===== src/rpv_pkg.sv =====
package rpv_pkg;

   localparam int unsigned MAX_LIMIT   = 4096;
   localparam int unsigned LIMIT_W     = 13;
   localparam int unsigned BYTE_W      = 8;
   localparam int unsigned REASON_W    = 4;
   localparam int unsigned RSP_DATA_W  = 24;

   localparam logic [LIMIT_W-1:0] LIMIT_RESET = LIMIT_W'(256);
   localparam logic [LIMIT_W-1:0] LIMIT_MAX   = LIMIT_W'(MAX_LIMIT);

   localparam logic [BYTE_W-1:0] CHAR_SLASH = 8'h2F;
   localparam logic [BYTE_W-1:0] CHAR_DASH  = 8'h2D;
   localparam logic [BYTE_W-1:0] CHAR_DOT   = 8'h2E;
   localparam logic [BYTE_W-1:0] CHAR_UNDER = 8'h5F;
   localparam logic [BYTE_W-1:0] CHAR_PLUS  = 8'h2B;
   localparam logic [BYTE_W-1:0] CHAR_LOW_G = 8'h67;
   localparam logic [BYTE_W-1:0] CHAR_LOW_I = 8'h69;
   localparam logic [BYTE_W-1:0] CHAR_LOW_T = 8'h74;

   localparam logic [2:0] GIT_LAST_STAGE = 3'd5;

   typedef enum logic [REASON_W-1:0] {
      REASON_OK         = 4'd0,
      REASON_EMPTY      = 4'd1,
      REASON_TOO_LONG   = 4'd2,
      REASON_BAD_FIRST  = 4'd3,
      REASON_GIT_DIR    = 4'd4,
      REASON_TRAIL_SL   = 4'd5,
      REASON_EMPTY_SEG  = 4'd6,
      REASON_DOT_SEG    = 4'd7,
      REASON_BAD_BYTE   = 4'd8
   } reason_type;

   typedef enum logic [1:0] {
      SEG_FAULT_NONE  = 2'd0,
      SEG_FAULT_EMPTY = 2'd1,
      SEG_FAULT_DOT   = 2'd2
   } seg_fault_type;

   typedef enum logic [1:0] {
      SEG_LEN_EMPTY = 2'd0,
      SEG_LEN_DOT   = 2'd1,
      SEG_LEN_DDOT  = 2'd2,
      SEG_LEN_OTHER = 2'd3
   } seg_len_type;

   function automatic logic [BYTE_W-1:0] git_char(input logic [2:0] stage);
      logic [BYTE_W-1:0] c;
      unique case (stage)
         3'd0:    c = CHAR_SLASH;
         3'd1:    c = CHAR_DOT;
         3'd2:    c = CHAR_LOW_G;
         3'd3:    c = CHAR_LOW_I;
         3'd4:    c = CHAR_LOW_T;
         default: c = CHAR_SLASH;
      endcase
      return c;
   endfunction

   function automatic logic byte_allowed(input logic [BYTE_W-1:0] c);
      return (c >= 8'h61 && c <= 8'h7A) || (c >= 8'h41 && c <= 8'h5A) ||
             (c >= 8'h30 && c <= 8'h39) || c == CHAR_DOT || c == CHAR_UNDER ||
             c == CHAR_SLASH || c == CHAR_PLUS || c == CHAR_DASH;
   endfunction

   function automatic seg_fault_type close_segment(input seg_fault_type fault,
                                                   input seg_len_type   len);
      seg_fault_type f;
      f = fault;
      if (fault == SEG_FAULT_NONE) begin
         if (len == SEG_LEN_EMPTY) begin
            f = SEG_FAULT_EMPTY;
         end else if (len == SEG_LEN_DOT || len == SEG_LEN_DDOT) begin
            f = SEG_FAULT_DOT;
         end
      end
      return f;
   endfunction

endpackage


===== src/relative_path_validator.sv =====
// Relative path validator.
// A path enters one byte per transaction on the req_ channel: tdata carries the
// byte, tuser marks whether the byte is present (a transaction with tuser low is
// a bare end mark), and tlast closes the path. For each transaction with tlast
// high, one verdict transaction leaves on the rsp_ channel with the accept flag,
// the reject reason and the byte count, which saturates at the length limit.
// The limit is written through csr_we and csr_wdata, by the user only while the
// block is idle (unenforced); zero acts as one, values above 4096 act as 4096.
// The verdict is registered at the edge that accepts the closing transaction.
// Throughput is one transaction per cycle while no verdict is stalled, set by the
// single stage of running path flags that every byte updates.
// A new transaction is taken whenever the result register is empty or is being
// drained in the same cycle, so a stalled receiver holds req_tready low only
// while a verdict is waiting.
// Reset clears the running path flags and the output valid and sets the limit
// to 256.
module relative_path_validator (
   input  logic                               clock,
   input  logic                               reset,
   input  logic                               req_tvalid,
   output logic                               req_tready,
   // Fields: path_byte [7:0].
   input  logic [rpv_pkg::BYTE_W-1:0]         req_tdata,
   // Fields: byte_present [0].
   input  logic                               req_tuser,
   input  logic                               req_tlast,
   output logic                               rsp_tvalid,
   input  logic                               rsp_tready,
   // Fields: path_ok [0], reject_reason [4:1], path_length [17:5], zero [23:18].
   output logic [rpv_pkg::RSP_DATA_W-1:0]     rsp_tdata,
   input  logic                               csr_we,
   input  logic [rpv_pkg::LIMIT_W-1:0]        csr_wdata
);

   logic [rpv_pkg::LIMIT_W-1:0] limit_ff;
   logic [rpv_pkg::LIMIT_W-1:0] count_ff,       count_in;
   logic                        first_fault_ff, first_fault_in;
   logic [2:0]                  git_stage_ff,   git_stage_in;
   logic                        git_seen_ff,    git_seen_in;
   rpv_pkg::seg_len_type        seg_len_ff,     seg_len_in;
   rpv_pkg::seg_fault_type      seg_fault_ff,   seg_fault_in;
   logic                        bad_byte_ff,    bad_byte_in;
   logic                        prev_slash_ff,  prev_slash_in;

   logic                        rsp_valid_ff;
   logic [rpv_pkg::RSP_DATA_W-1:0] rsp_data_ff, rsp_data_in;

   logic [rpv_pkg::LIMIT_W-1:0] limit_eff;
   logic [rpv_pkg::LIMIT_W-1:0] count_clamped;
   logic                        accept;
   logic                        is_slash;
   rpv_pkg::seg_fault_type      final_fault;
   rpv_pkg::reason_type         reason;

   assign accept     = req_tvalid && req_tready;
   assign req_tready = !rsp_valid_ff || rsp_tready;
   assign rsp_tvalid = rsp_valid_ff;
   assign rsp_tdata  = rsp_data_ff;
   assign is_slash   = (req_tdata == rpv_pkg::CHAR_SLASH);

   always_comb begin
      if (limit_ff == '0) begin
         limit_eff = rpv_pkg::LIMIT_W'(1);
      end else if (limit_ff > rpv_pkg::LIMIT_MAX) begin
         limit_eff = rpv_pkg::LIMIT_MAX;
      end else begin
         limit_eff = limit_ff;
      end
      count_clamped = (count_ff > limit_eff) ? limit_eff : count_ff;
   end

   always_comb begin
      count_in       = count_clamped;
      first_fault_in = first_fault_ff;
      git_stage_in   = git_stage_ff;
      git_seen_in    = git_seen_ff;
      seg_len_in     = seg_len_ff;
      seg_fault_in   = seg_fault_ff;
      bad_byte_in    = bad_byte_ff;
      prev_slash_in  = prev_slash_ff;

      if (req_tuser) begin
         if (count_clamped == '0 && (is_slash || req_tdata == rpv_pkg::CHAR_DASH ||
                                     req_tdata == rpv_pkg::CHAR_DOT)) begin
            first_fault_in = 1'b1;
         end

         if (req_tdata == rpv_pkg::git_char(git_stage_ff)) begin
            if (git_stage_ff == rpv_pkg::GIT_LAST_STAGE) begin
               git_seen_in  = 1'b1;
               git_stage_in = 3'd1;
            end else begin
               git_stage_in = git_stage_ff + 3'd1;
            end
         end else begin
            git_stage_in = is_slash ? 3'd1 : 3'd0;
         end

         if (is_slash) begin
            seg_fault_in = rpv_pkg::close_segment(seg_fault_ff, seg_len_ff);
            seg_len_in   = rpv_pkg::SEG_LEN_EMPTY;
         end else if (req_tdata == rpv_pkg::CHAR_DOT) begin
            if (seg_len_ff != rpv_pkg::SEG_LEN_OTHER) begin
               seg_len_in = rpv_pkg::seg_len_type'(seg_len_ff + 2'd1);
            end
         end else begin
            seg_len_in = rpv_pkg::SEG_LEN_OTHER;
         end

         if (!rpv_pkg::byte_allowed(req_tdata)) begin
            bad_byte_in = 1'b1;
         end
         prev_slash_in = is_slash;

         if (count_clamped < limit_eff) begin
            count_in = count_clamped + rpv_pkg::LIMIT_W'(1);
         end
      end

      final_fault = rpv_pkg::close_segment(seg_fault_in, seg_len_in);

      priority if (count_in == '0) begin
         reason = rpv_pkg::REASON_EMPTY;
      end else if (count_in >= limit_eff) begin
         reason = rpv_pkg::REASON_TOO_LONG;
      end else if (first_fault_in) begin
         reason = rpv_pkg::REASON_BAD_FIRST;
      end else if (git_seen_in) begin
         reason = rpv_pkg::REASON_GIT_DIR;
      end else if (prev_slash_in) begin
         reason = rpv_pkg::REASON_TRAIL_SL;
      end else if (final_fault == rpv_pkg::SEG_FAULT_EMPTY) begin
         reason = rpv_pkg::REASON_EMPTY_SEG;
      end else if (final_fault == rpv_pkg::SEG_FAULT_DOT) begin
         reason = rpv_pkg::REASON_DOT_SEG;
      end else if (bad_byte_in) begin
         reason = rpv_pkg::REASON_BAD_BYTE;
      end else begin
         reason = rpv_pkg::REASON_OK;
      end

      rsp_data_in = {6'd0, count_in, reason, (reason == rpv_pkg::REASON_OK)};
   end

   always_ff @(posedge clock) begin
      if (reset) begin
         limit_ff <= rpv_pkg::LIMIT_RESET;
      end else if (csr_we) begin
         limit_ff <= csr_wdata;
      end
   end

   always_ff @(posedge clock) begin
      if (reset) begin
         count_ff       <= '0;
         first_fault_ff <= 1'b0;
         git_stage_ff   <= '0;
         git_seen_ff    <= 1'b0;
         seg_len_ff     <= rpv_pkg::SEG_LEN_EMPTY;
         seg_fault_ff   <= rpv_pkg::SEG_FAULT_NONE;
         bad_byte_ff    <= 1'b0;
         prev_slash_ff  <= 1'b0;
      end else if (accept) begin
         if (req_tlast) begin
            count_ff       <= '0;
            first_fault_ff <= 1'b0;
            git_stage_ff   <= '0;
            git_seen_ff    <= 1'b0;
            seg_len_ff     <= rpv_pkg::SEG_LEN_EMPTY;
            seg_fault_ff   <= rpv_pkg::SEG_FAULT_NONE;
            bad_byte_ff    <= 1'b0;
            prev_slash_ff  <= 1'b0;
         end else begin
            count_ff       <= count_in;
            first_fault_ff <= first_fault_in;
            git_stage_ff   <= git_stage_in;
            git_seen_ff    <= git_seen_in;
            seg_len_ff     <= seg_len_in;
            seg_fault_ff   <= seg_fault_in;
            bad_byte_ff    <= bad_byte_in;
            prev_slash_ff  <= prev_slash_in;
         end
      end
   end

   always_ff @(posedge clock) begin
      if (reset) begin
         rsp_valid_ff <= 1'b0;
      end else if (accept && req_tlast) begin
         rsp_valid_ff <= 1'b1;
      end else if (rsp_tready) begin
         rsp_valid_ff <= 1'b0;
      end
   end

   always_ff @(posedge clock) begin
      if (accept && req_tlast) begin
         rsp_data_ff <= rsp_data_in;
      end
   end

endmodule


===== config.mk =====
export PLATFORM = sky130hd
export DESIGN_NAME = relative_path_validator
export DESIGN_NICKNAME = d
export VERILOG_FILES = /design/src/rpv_pkg.sv /design/src/relative_path_validator.sv
export SDC_FILE = /design/constraint.sdc
export NUM_CORES = 1
export LEC_CHECK = 0
export BUFFER_PORTS_ARGS = -buffer_cell sky130_fd_sc_hd__buf_2
export CORE_MARGIN = 5
export CORE_UTILIZATION = 45
export DETAILED_ROUTE_END_ITERATION = 16
export GPL_ROUTABILITY_DRIVEN = 0
export HOLD_SLACK_MARGIN = 0.08
export PLACE_DENSITY = 0.7
export SLEW_MARGIN = 30
export SYNTH_ARGS = -nofsm -noshare
export SYNTH_HDL_FRONTEND = slang
export SYNTH_SLANG_ARGS = --single-unit

===== constraint.sdc =====
create_clock -name clock -period 7.44 [get_ports clock]
set_input_delay 1.488 -clock clock [delete_from_list [all_inputs] [get_ports clock]]
set_output_delay 1.488 -clock clock [all_outputs]
set_load 0.01 [all_outputs]

---- Word level (Yosys, flattened, before mapping) ----
Cells that the tools add are included.
storage, ports and cells
  word-level logic and storage cells ...... 121
  register bits after elaboration ......... 56
  input bits .............................. 28
operators by class
  equal/unequal tests ..................... 18
  reductions and logical operators ........ 30
  $add $sub $neg .......................... 3
  order comparisons ....................... 10
  multiplexer cells ....................... 49
operators by type and width
  cell                                                               number
  two-way mux 13 bit                                                 6
  zero test 13 bit                                                   3
  equality test 8 x 6 -> 1 bit, second input constant                4
  two-way mux 4 bit                                                  8
  two-way mux 2 bit                                                  14
  case mux 7 bit (4 select lines)                                    1
  greater-or-equal comparator 8 x 7 -> 1 bit, second input constant  2
  less-or-equal comparator 8 x 7 -> 1 bit, second input constant     2
  two-way mux 1 bit                                                  15
  adder 13 x 1 -> 13 bit, second input constant                      1
  greater-or-equal comparator 13 bit                                 1
  greater-than comparator 13 bit                                     1
  greater-than comparator 13 bit, second input constant              1
  less-than comparator 13 bit                                        1
  logical OR 1 bit                                                   12
  two-way mux 3 bit                                                  4
  equality test 8 x 7 -> 1 bit, second input constant                1
  equality test 8 bit                                                1
  greater-or-equal comparator 8 x 6 -> 1 bit, second input constant  1
  less-or-equal comparator 8 x 6 -> 1 bit, second input constant     1
  zero test 2 bit                                                    4
  two-way mux 8 bit                                                  1
  equality test 2 x 1 -> 1 bit, second input constant                3
  equality test 2 bit, second input constant                         3
  other kinds (11)                                                   19

---- Longest topological paths before layout ----
Gate-level depths: netlist (run 1).
  word-level depth ........................ 20
  mapped depth ............................ 32

---- Worst setup path before layout (run 1) ----
OpenSTA, ideal clock, no wires.
  kind .................................... reg-to-reg
  start point ............................. register limit_ff[12] in the netlist's numbering
  end point ............................... register rsp_data_ff, in the netlist rsp_tdata[3], data pin
  setup slack ............................. 708 ps
  path buffers ............................ 4
  data required time ...................... 7273 ps
  library setup time ...................... 167 ps
  data arrival time ....................... 6565 ps
  clock period less this slack ............ 6732 ps
  cell stages (with the launch flop) ...... 32
  cell sequence ........................... dfxtp_1 clkbuf_1 nor2b_1 inv_1 ha_1 nand3_1 o21bai_1 a311o_1 a21oi_2 buf_2 buf_2 mux2i_1 inv_1 ha_1 a21o_1 nand3_1 a21oi_1 or4_4 a21oi_1 buf_2 mux2_2 ha_1 nor2b_1 o21a_1 o21a_1 o21ai_0 a21oi_1 o31ai_1 a21oi_1 o221ai_1 nand2_1 a211oi_1
on the way
  elaborated cells on any way between the ends .. 19
RTL lines
  element                                                                       RTL line                                                        source
  from (decl)                                                                   relative_path_validator.sv:35                                   logic [rpv_pkg::LIMIT_W-1:0] limit_ff;
  from (signal assigned)                                                        relative_path_validator.sv:147                                  limit_ff <= rpv_pkg::LIMIT_RESET;
  from (signal assigned)                                                        relative_path_validator.sv:149                                  limit_ff <= csr_wdata;
  greater-than comparator 13 bit                                                relative_path_validator.sv:64                                   end else if (limit_ff > rpv_pkg::LIMIT_MAX) begin
  two-way mux 13 bit                                                            relative_path_validator.sv:64
  two-way mux 13 bit *                                                          relative_path_validator.sv:62                                   if (limit_ff == '0) begin
  greater-than comparator 13 bit                                                relative_path_validator.sv:69                                   count_clamped = (count_ff > limit_eff) ? limit_eff : count_ff;
  two-way mux 13 bit                                                            relative_path_validator.sv:69
  adder 13 x 1 -> 13 bit / less-than comparator 13 bit (equally long branches)  relative_path_validator.sv:116, relative_path_validator.sv:115
  two-way mux 13 bit                                                            relative_path_validator.sv:115                                  if (count_clamped < limit_eff) begin
  two-way mux 13 bit *                                                          relative_path_validator.sv:82                                   if (req_tuser) begin
  via count_in (one bit)                                                        relative_path_validator.sv:36                                   logic [rpv_pkg::LIMIT_W-1:0] count_ff, count_in;
  greater-or-equal comparator 13 bit                                            relative_path_validator.sv:124                                  end else if (count_in >= limit_eff) begin
  two-way mux 4 bit                                                             relative_path_validator.sv:124
  two-way mux 4 bit *                                                           relative_path_validator.sv:122                                  priority if (count_in == '0) begin
  via reason[2]                                                                 relative_path_validator.sv:53                                   rpv_pkg::reason_type reason;
  to (signal assigned)                                                          relative_path_validator.sv:198                                  rsp_data_ff <= rsp_data_in;
  to (decl)                                                                     relative_path_validator.sv:46                                   logic [rpv_pkg::RSP_DATA_W-1:0] rsp_data_ff, rsp_data_in;
The timed path passes the listed nets; every way through them passes the cells marked *.
A chain may end at the register's enable or synchronous reset.

---- Worst setup path after layout (run 1) ----
Same ends and word-level chain as after synthesis.

==> metrics.md, run 1 <==
| Metric | Value |
|---|---|
| Status | finished, final reports clean |
| Postcts setup bufs | 0 |
| Area of the core | 9640 µm² |
| CTS tree | built |
| Ys Warns | 0 |
| Most frequent cells in the layout | 58 x nor2_1, 47 x ha_1, 47 x buf_2 |
| Post-synthesis simple-gate area fraction | between 20% and 30% |
| Drt drc | 0 |
| Switching pwr | about 230 µW |
| RSZ-0062 raised after global routing | no |
| Clock Pin Slew Worst Setup and Hold Paths | about 110 ps |
| #FFs+latches synth | 56 |
| Place WS | between 500 and 600 ps |
| Final ANT Viol Nets | 0 |
| Mux cell area share after synthesis | a little under 8% |
| 1st-iter DRT viols | 394 |
| First-pass GRT wire length | 18.4 mm |
| R2R Setup Slk | about 460 ps |
| Final min period | about 7000 ps |
| Max-Cap Viols | 0 |
| Int Pwr | 472 µW |
| Final nets | approximately 630 |
| Synth Area in Compound Gates | 16.4% |
| Sequential fraction of the synthesis area | 29.6% |
| Avg Cell Area, Syn | about 8.6 µm² |
| Worst-Margin Slew | about 810 ps |
| Design Area, Final | about 4800 µm² |
| CTS sink cnt | 56 |
| Flop pwr share | between 40 and 50% |
| Critical path required time | around 7600 ps |
| Final WS setup | approximately 460 ps |
| Clock latency on the worst-skew pair | 330 ps |
| Most common cell after layout, fill and taps aside | nor2_1 |
| CTS Buf Count | 5 |
| Critical Path Source Type | register |
| Max Freq | ~140 MHz |
| Wire per inst | about 17 µm |
| Final setup fails | 0 |
| Synth cell types | 70 |
| Clk root buf | clkbuf_8 |
| Placed Area | between 4000 and 5000 µm² |
| Worst clock skew | 8.54 ps |
| Setup TNS | 0 ps |
| Max stage delay on crit path | 520 ps |
| Post-DP HPWL | between 8 and 9 mm |
| Most common flop cell mapped by yosys | dfxtp_1 |
| Power Dens Cells | around 140 nW/µm² |
| Post-cts resize count | 0 |
| Row count | 36 |
| Net Sw Frac | about a third |
| I/O Pins | 54 |
| Maximum fanout along the worst path | 36 |
| FF/Latch Area | around 1300 µm² |
| Maximum vdd ir drop | between 70 and 80 µV |
| Via count | about 4,000 |
| Pre-antenna DRT Iters | 5 |
| Via/cell ratio | between 5 and 6 |
| Async S/R FF share, synth | 0% |
| Grt ovf | 0 |
| Clock buffer depth | 2 |
| Final WL | approximately 11 mm |
| Hold Crit Depth | 2 |
| Adder-cell share of the synthesized area | about 13% |
| Die extent in y | about 110 µm |
| Crit share post-route | a little over nine tenths |
| Cell count after synthesis | between 500 and 600 |
| Largest net degree at the start of global routing | 37 |
| Layout cells sized above 1 | between 10% and 20% |
| Leakage Power | ~2.1 nW |
| Clock share of power | around a quarter |
| P&R area growth vs syn | 10.2% |
| WS Path Type | reg2reg |
| Footprint of the multi-input gates | around 2900 µm² |
| Register-to-Register Path Depth | 26 |
| Max Slew Vio Count | 0 |
| Cell Area, Synth | between 4000 and 5000 µm² |
| Slew HR | a little under half |
| Total die area | roughly 12,000 µm² |
| Number of global-route vias before repair | approximately 3,700 |
| CTS H-tree depth | 2 |
| Final hold vios | 0 |
| Initial antenna violation count | 0 |
| Xor/xnor share of the synthesized area | 4.41% |
| HP Class | reg2reg |
| Max stage delay cell, worst path | or4_4 |
| Cells after DPL | about 680 |
| Overall routing resource usage | about a fifth |
| Post-synth EDFFs | 18 |
| PortBufs | between 40 and 50 |
| ANT cells | 0 |
| Crit path DAT | 7140 ps |
| Hold-fix buffers at CTS | 0 |
| Initial Util | between 40% and 50% |
| CP endpoint kind | register |
| # fillers | between 900 and 1,000 |
| Largest family of logic cells by synthesized area | simple AND/OR/NAND/NOR gates |
| Die width | between 100 and 150 µm |
| Combinational share of power | between 20% and 30% |
| Critical path's most frequent cell | ha_1 |
| Post-Layout Cell Count | approximately 680 |
[synth_stat cells, drive strengths merged (2+ instances only)]
cell	number	area share [%]
edfxtp	18	12
dfxtp	38	17
nand2	40	3.4
a32oi	5	1.0
a31oi	6	0.85
a31o	3	0.60
or3	5	0.94
nand4	14	2.0
nand3	14	1.6
and4b	2	0.54
a21oi	30	3.5
or2	2	0.28
nor3b	2	0.34
nor4b	3	0.60
ha	47	13
o2111ai	2	0.40
nor4	8	1.8
nor2b	12	1.7
nor2	58	5.0
and3	5	0.71
o21bai	3	0.51
clkbuf	15	1.3
mux2	12	3.1
and2	4	0.57
a211o	3	0.60
inv	34	2.9
o221ai	2	0.40
nor3	11	1.3
xnor2	16	4.2
a22oi	15	2.6
nand3b	3	0.51
a21o	4	0.68
mux2i	21	4.8
o21ai	17	1.9
o211ai	2	0.34
buf	12	1.7
o21a	4	0.68
[state kept, by name, indices dropped and copies added, names as in the netlist]
signal and count:
prev_slash_ff 1, bad_byte_ff 1, rsp_tdata 18, seg_len_ff 2, seg_fault_ff 2, count_ff 13, git_seen_ff 1, git_stage_ff 3
rsp_tvalid 1, limit_ff 13, first_fault_ff 1
[kinds of logic (layout without fill, tap and decap cells)]
family	count (synthesis)	in the layout
compound gates	108	108
fa+ha+maj	47	47
other cells	1	6
flops	56	56
buf+inv	61	95
mux	33	33
simple gates	189	189
xor+xnor	17	17
[critical path: cells and delay by family, from the launching register on]
family                   cells  cell delay (ps)
AO/OA/AOI/OAI               13             2580
flip-flops                   1              470
buffers and inverters        2              460
XOR/XNOR                     1              460
AND/OR/NAND/NOR              6             1430
multiplexers                 1              420
adder cells (fa/ha/maj)      3             1000
[per-stage QoR]
step                hold slack (ps)  utilization [%]  total power, mW
finish                          506             50.2            0.697
global route                    541             50.2            0.734
CTS                             511             50.2            0.701
detailed placement              484             49.2            0.520
global placement                475             49.2            0.516
floorplan                       454                -            0.471
[cell type report]
class,count,area share (%)
clock buffer,5,1.42
clock inverter,3,0.568
inverter,34,2.64
multi-input combinational,400,59.0
sequential,56,26.9
tap,133,3.44
timing repair buffer,53,6.05
[per-layer routing]
layer / vias up / global-route usage, % / wire length, µm
li1: 1935 / - / -
met1: 1823 / 27.4 / 5150
met2: 171 / 30.4 / 4970
met3: 34 / 3.08 / 864
met4: 0 / 6.94 / 346
met5: - / 0 / 0
[power groups by stage]
stage               logic (mW)  registers, mW  clock network [mW]
floorplan                0.126          0.345                   0
global placement         0.172          0.344                   0
detailed placement       0.175          0.344                   0
CTS                      0.176          0.337               0.187
global route             0.198          0.339               0.198
finish                   0.179          0.337               0.181
[path summary, 6_finish.rpt]
| kind | endpoint | start |
|---|---|---|
| max reg2reg | rsp_tdata[3] | limit_ff[12] |
| min | seg_len_ff[1] | seg_len_ff[1] |
| max | rsp_tdata[3] | limit_ff[12] |
| min reg2reg | seg_len_ff[1] | seg_len_ff[1] |
(Power assumes the default switching activity.)
==> run 2: changes to the inputs <==
--- a/config.mk
+++ b/config.mk
@@ -6,6 +6,7 @@
 export NUM_CORES = 1
 export LEC_CHECK = 0
 export BUFFER_PORTS_ARGS = -buffer_cell sky130_fd_sc_hd__buf_2
+export CORE_ASPECT_RATIO = 1.2
 export CORE_MARGIN = 5
 export CORE_UTILIZATION = 45
 export DETAILED_ROUTE_END_ITERATION = 16
==> metrics.md, run 2 (synthesis gave the netlist of run 1 again) <==
| Metric | Value |
|---|---|
| Status | finished, final reports clean (unchanged) |
| Crit share post-route | 94.8% (was 93.8%) |
| Pre-antenna DRT Iters | 5 (unchanged) |
| Switching pwr | 238 µW (was 225 µW) |
| Clock Pin Slew Worst Setup and Hold Paths | 80 ps (was 110 ps) |
| I/O Pins | 54 (unchanged) |
| Place WS | 451 ps (was 502 ps) |
| 1st-iter DRT viols | 277 (was 394) |
| Critical path required time | 7570 ps (was 7610 ps) |
| Via count | 3,983 (was 3,963) |
| Placed Area | 4690 µm² (was 4740 µm²) |
| Postcts setup bufs | 0 (unchanged) |
| PortBufs | 47 (unchanged) |
| Crit path DAT | 7180 ps (was 7140 ps) |
| Worst hold margin | 500 ps (was 506 ps) |
| Max reg flops | 18 (unchanged) |
| Design Area, Final | 4850 µm² (was 4840 µm²) |
| Clock latency on the worst-skew pair | 300 ps (was 330 ps) |
| P&R area growth vs syn | 10.4% (was 10.2%) |
| Worst clock skew | 7.71 ps (was 8.54 ps) |
| ANT cells | 0 (unchanged) |
| Layout cells sized above 1 | 15.9% (was 16.2%) |
| Max Freq | 142 MHz (was 143 MHz) |
| Number of global-route vias before repair | 3,820 (was 3,740) |
| Row count | 39 (was 36) |
| Final ANT Viol Nets | 0 (unchanged) |
| Overall routing resource usage | 19.2% (was 19.5%) |
| Final WS setup | 386 ps (was 464 ps) |
| RSZ-0062 raised after global routing | no (unchanged) |
| Max-Cap Viols | 0 (unchanged) |
| Final min period | 7050 ps (was 6980 ps) |
| Largest net degree at the start of global routing | 37 (unchanged) |
| Via/cell ratio | 5.94 (was 5.79) |
| Most common cell after layout, fill and taps aside | nor2_1 (unchanged) |
| Leakage Power | 2.05 nW (about the same) |
| Critical Path Source Type | register (unchanged) |
| First-pass GRT wire length | 18.5 mm (was 18.4 mm) |
| Clock share of power | 32.7% (was 26.0%) |
| Total die area | 11,800 µm² (about the same) |
| Final WL | 11.7 mm (was 11.3 mm) |
| Wire per inst | 17.5 µm (was 16.6 µm) |
| Power Dens Cells | 158 nW/µm² (was 144 nW/µm²) |
| Slew HR | 47.1% (was 46.0%) |
| Clk root buf | clkbuf_16 (was clkbuf_8) |
| Grt ovf | 0 (unchanged) |
| Die width | 100 µm (was 109 µm) |
| Final setup fails | 0 (unchanged) |
| Final hold vios | 0 (unchanged) |
| Design Power | 767 µW (was 697 µW) |
| Most frequent cells in the layout | 57 x nor2_1, 47 x ha_1, 47 x buf_2 (was 58 x nor2_1, 47 x ha_1, 47 x buf_2) |
| Max Slew Vio Count | 0 (unchanged) |
| Die extent in y | 118 µm (was 109 µm) |
| Post-cts resize count | 0 (unchanged) |
| CP endpoint kind | register (unchanged) |
| Combinational share of power | 23.3% (was 25.6%) |
| Post-DP HPWL | 9.00 mm (was 8.86 mm) |
| Maximum vdd ir drop | 107 µV (was 72.9 µV) |
| Hold-fix buffers at CTS | 0 (unchanged) |
| Worst-Margin Slew | 792 ps (was 808 ps) |
| Clock buffer depth | 2 (unchanged) |
| Int Pwr | 529 µW (was 472 µW) |
| Flop pwr share | 44.1% (was 48.4%) |
| CTS sink cnt | 56 (unchanged) |
| CTS tree | built (unchanged) |
| HP Class | reg2reg (unchanged) |
| Area of the core | 9520 µm² (was 9640 µm²) |
| Maximum fanout along the worst path | 36 (unchanged) |
| WS Path Type | reg2reg (unchanged) |
| CTS Buf Count | 5 (unchanged) |
| Initial antenna violation count | 0 (unchanged) |
| Drt drc | 0 (unchanged) |
| Final nets | 621 (was 625) |
| Setup TNS | 0 ps (unchanged) |
| Initial Util | 46.2% (was 45.6%) |
| Net Sw Frac | 31.0% (was 32.3%) |
| CTS H-tree depth | 2 (unchanged) |
run 2: final timing paths:
check,from,endpoint,slack (ps),cells after the start
min reg2reg,seg_len_ff[1],seg_len_ff[1],500,2
max,limit_ff[12],rsp_tdata[3],390,26
max reg2reg,limit_ff[12],rsp_tdata[3],390,26
min,seg_len_ff[1],seg_len_ff[1],500,2
run 2: cell type report:
class	instances	area (µm²)
Tap cell	123	154
Multi-Input combinational cell	400	2870
Sequential cell	56	1300
Timing Repair Buffer	49	250
Clock buffer	5	125
Fill cell	887	4660
Inverter	34	128
Clock inverter	3	27.5
run 2: per-stage QoR:
step	instances	utilization, %
floorplan	517	-
global placement	662	49.3
detailed placement	662	49.3
CTS	670	50.9
global route	670	51.0
finish	670	51.0
run 2: critical path: stages (launching register included):
cell,delay [ps]
dfxtp_1,440
nor2b_1,330
inv_1,200
ha_1,310
nand3_1,100
o21bai_1,180
a311o_1,400
a21oi_2,130
buf_4,380
mux2_2,460
ha_1,310
nand4_1,190
nor4_2,100
o31a_1,130
or4_4,530
a211o_1,360
xnor2_1,390
ha_1,340
o21a_1,120
o21a_1,160
o21ai_0,170
a21oi_1,100
o31ai_1,230
a21oi_1,100
o221ai_1,270
nand2_1,170
a211oi_1,260
run 2: routing by layer:
layer,global-route usage (%),vias to the layer above,part of all wire [%],wire (µm)
li1,-,1929,-,-
met2,31.2,180,46,5420
met4,8.85,0,3.8,448
met1,24.5,1833,43,5000
met3,3.48,41,7.1,832
met5,0,-,0,0
run 2: power groups by stage:
stage	combinational [mW]	sequential, mW	clock (mW)
after CTS	0.175	0.338	0.254
after detailed placement	0.173	0.345	0
after global placement	0.169	0.345	0
final	0.178	0.338	0.250
after floorplan	0.126	0.345	0
after global routing	0.196	0.339	0.264
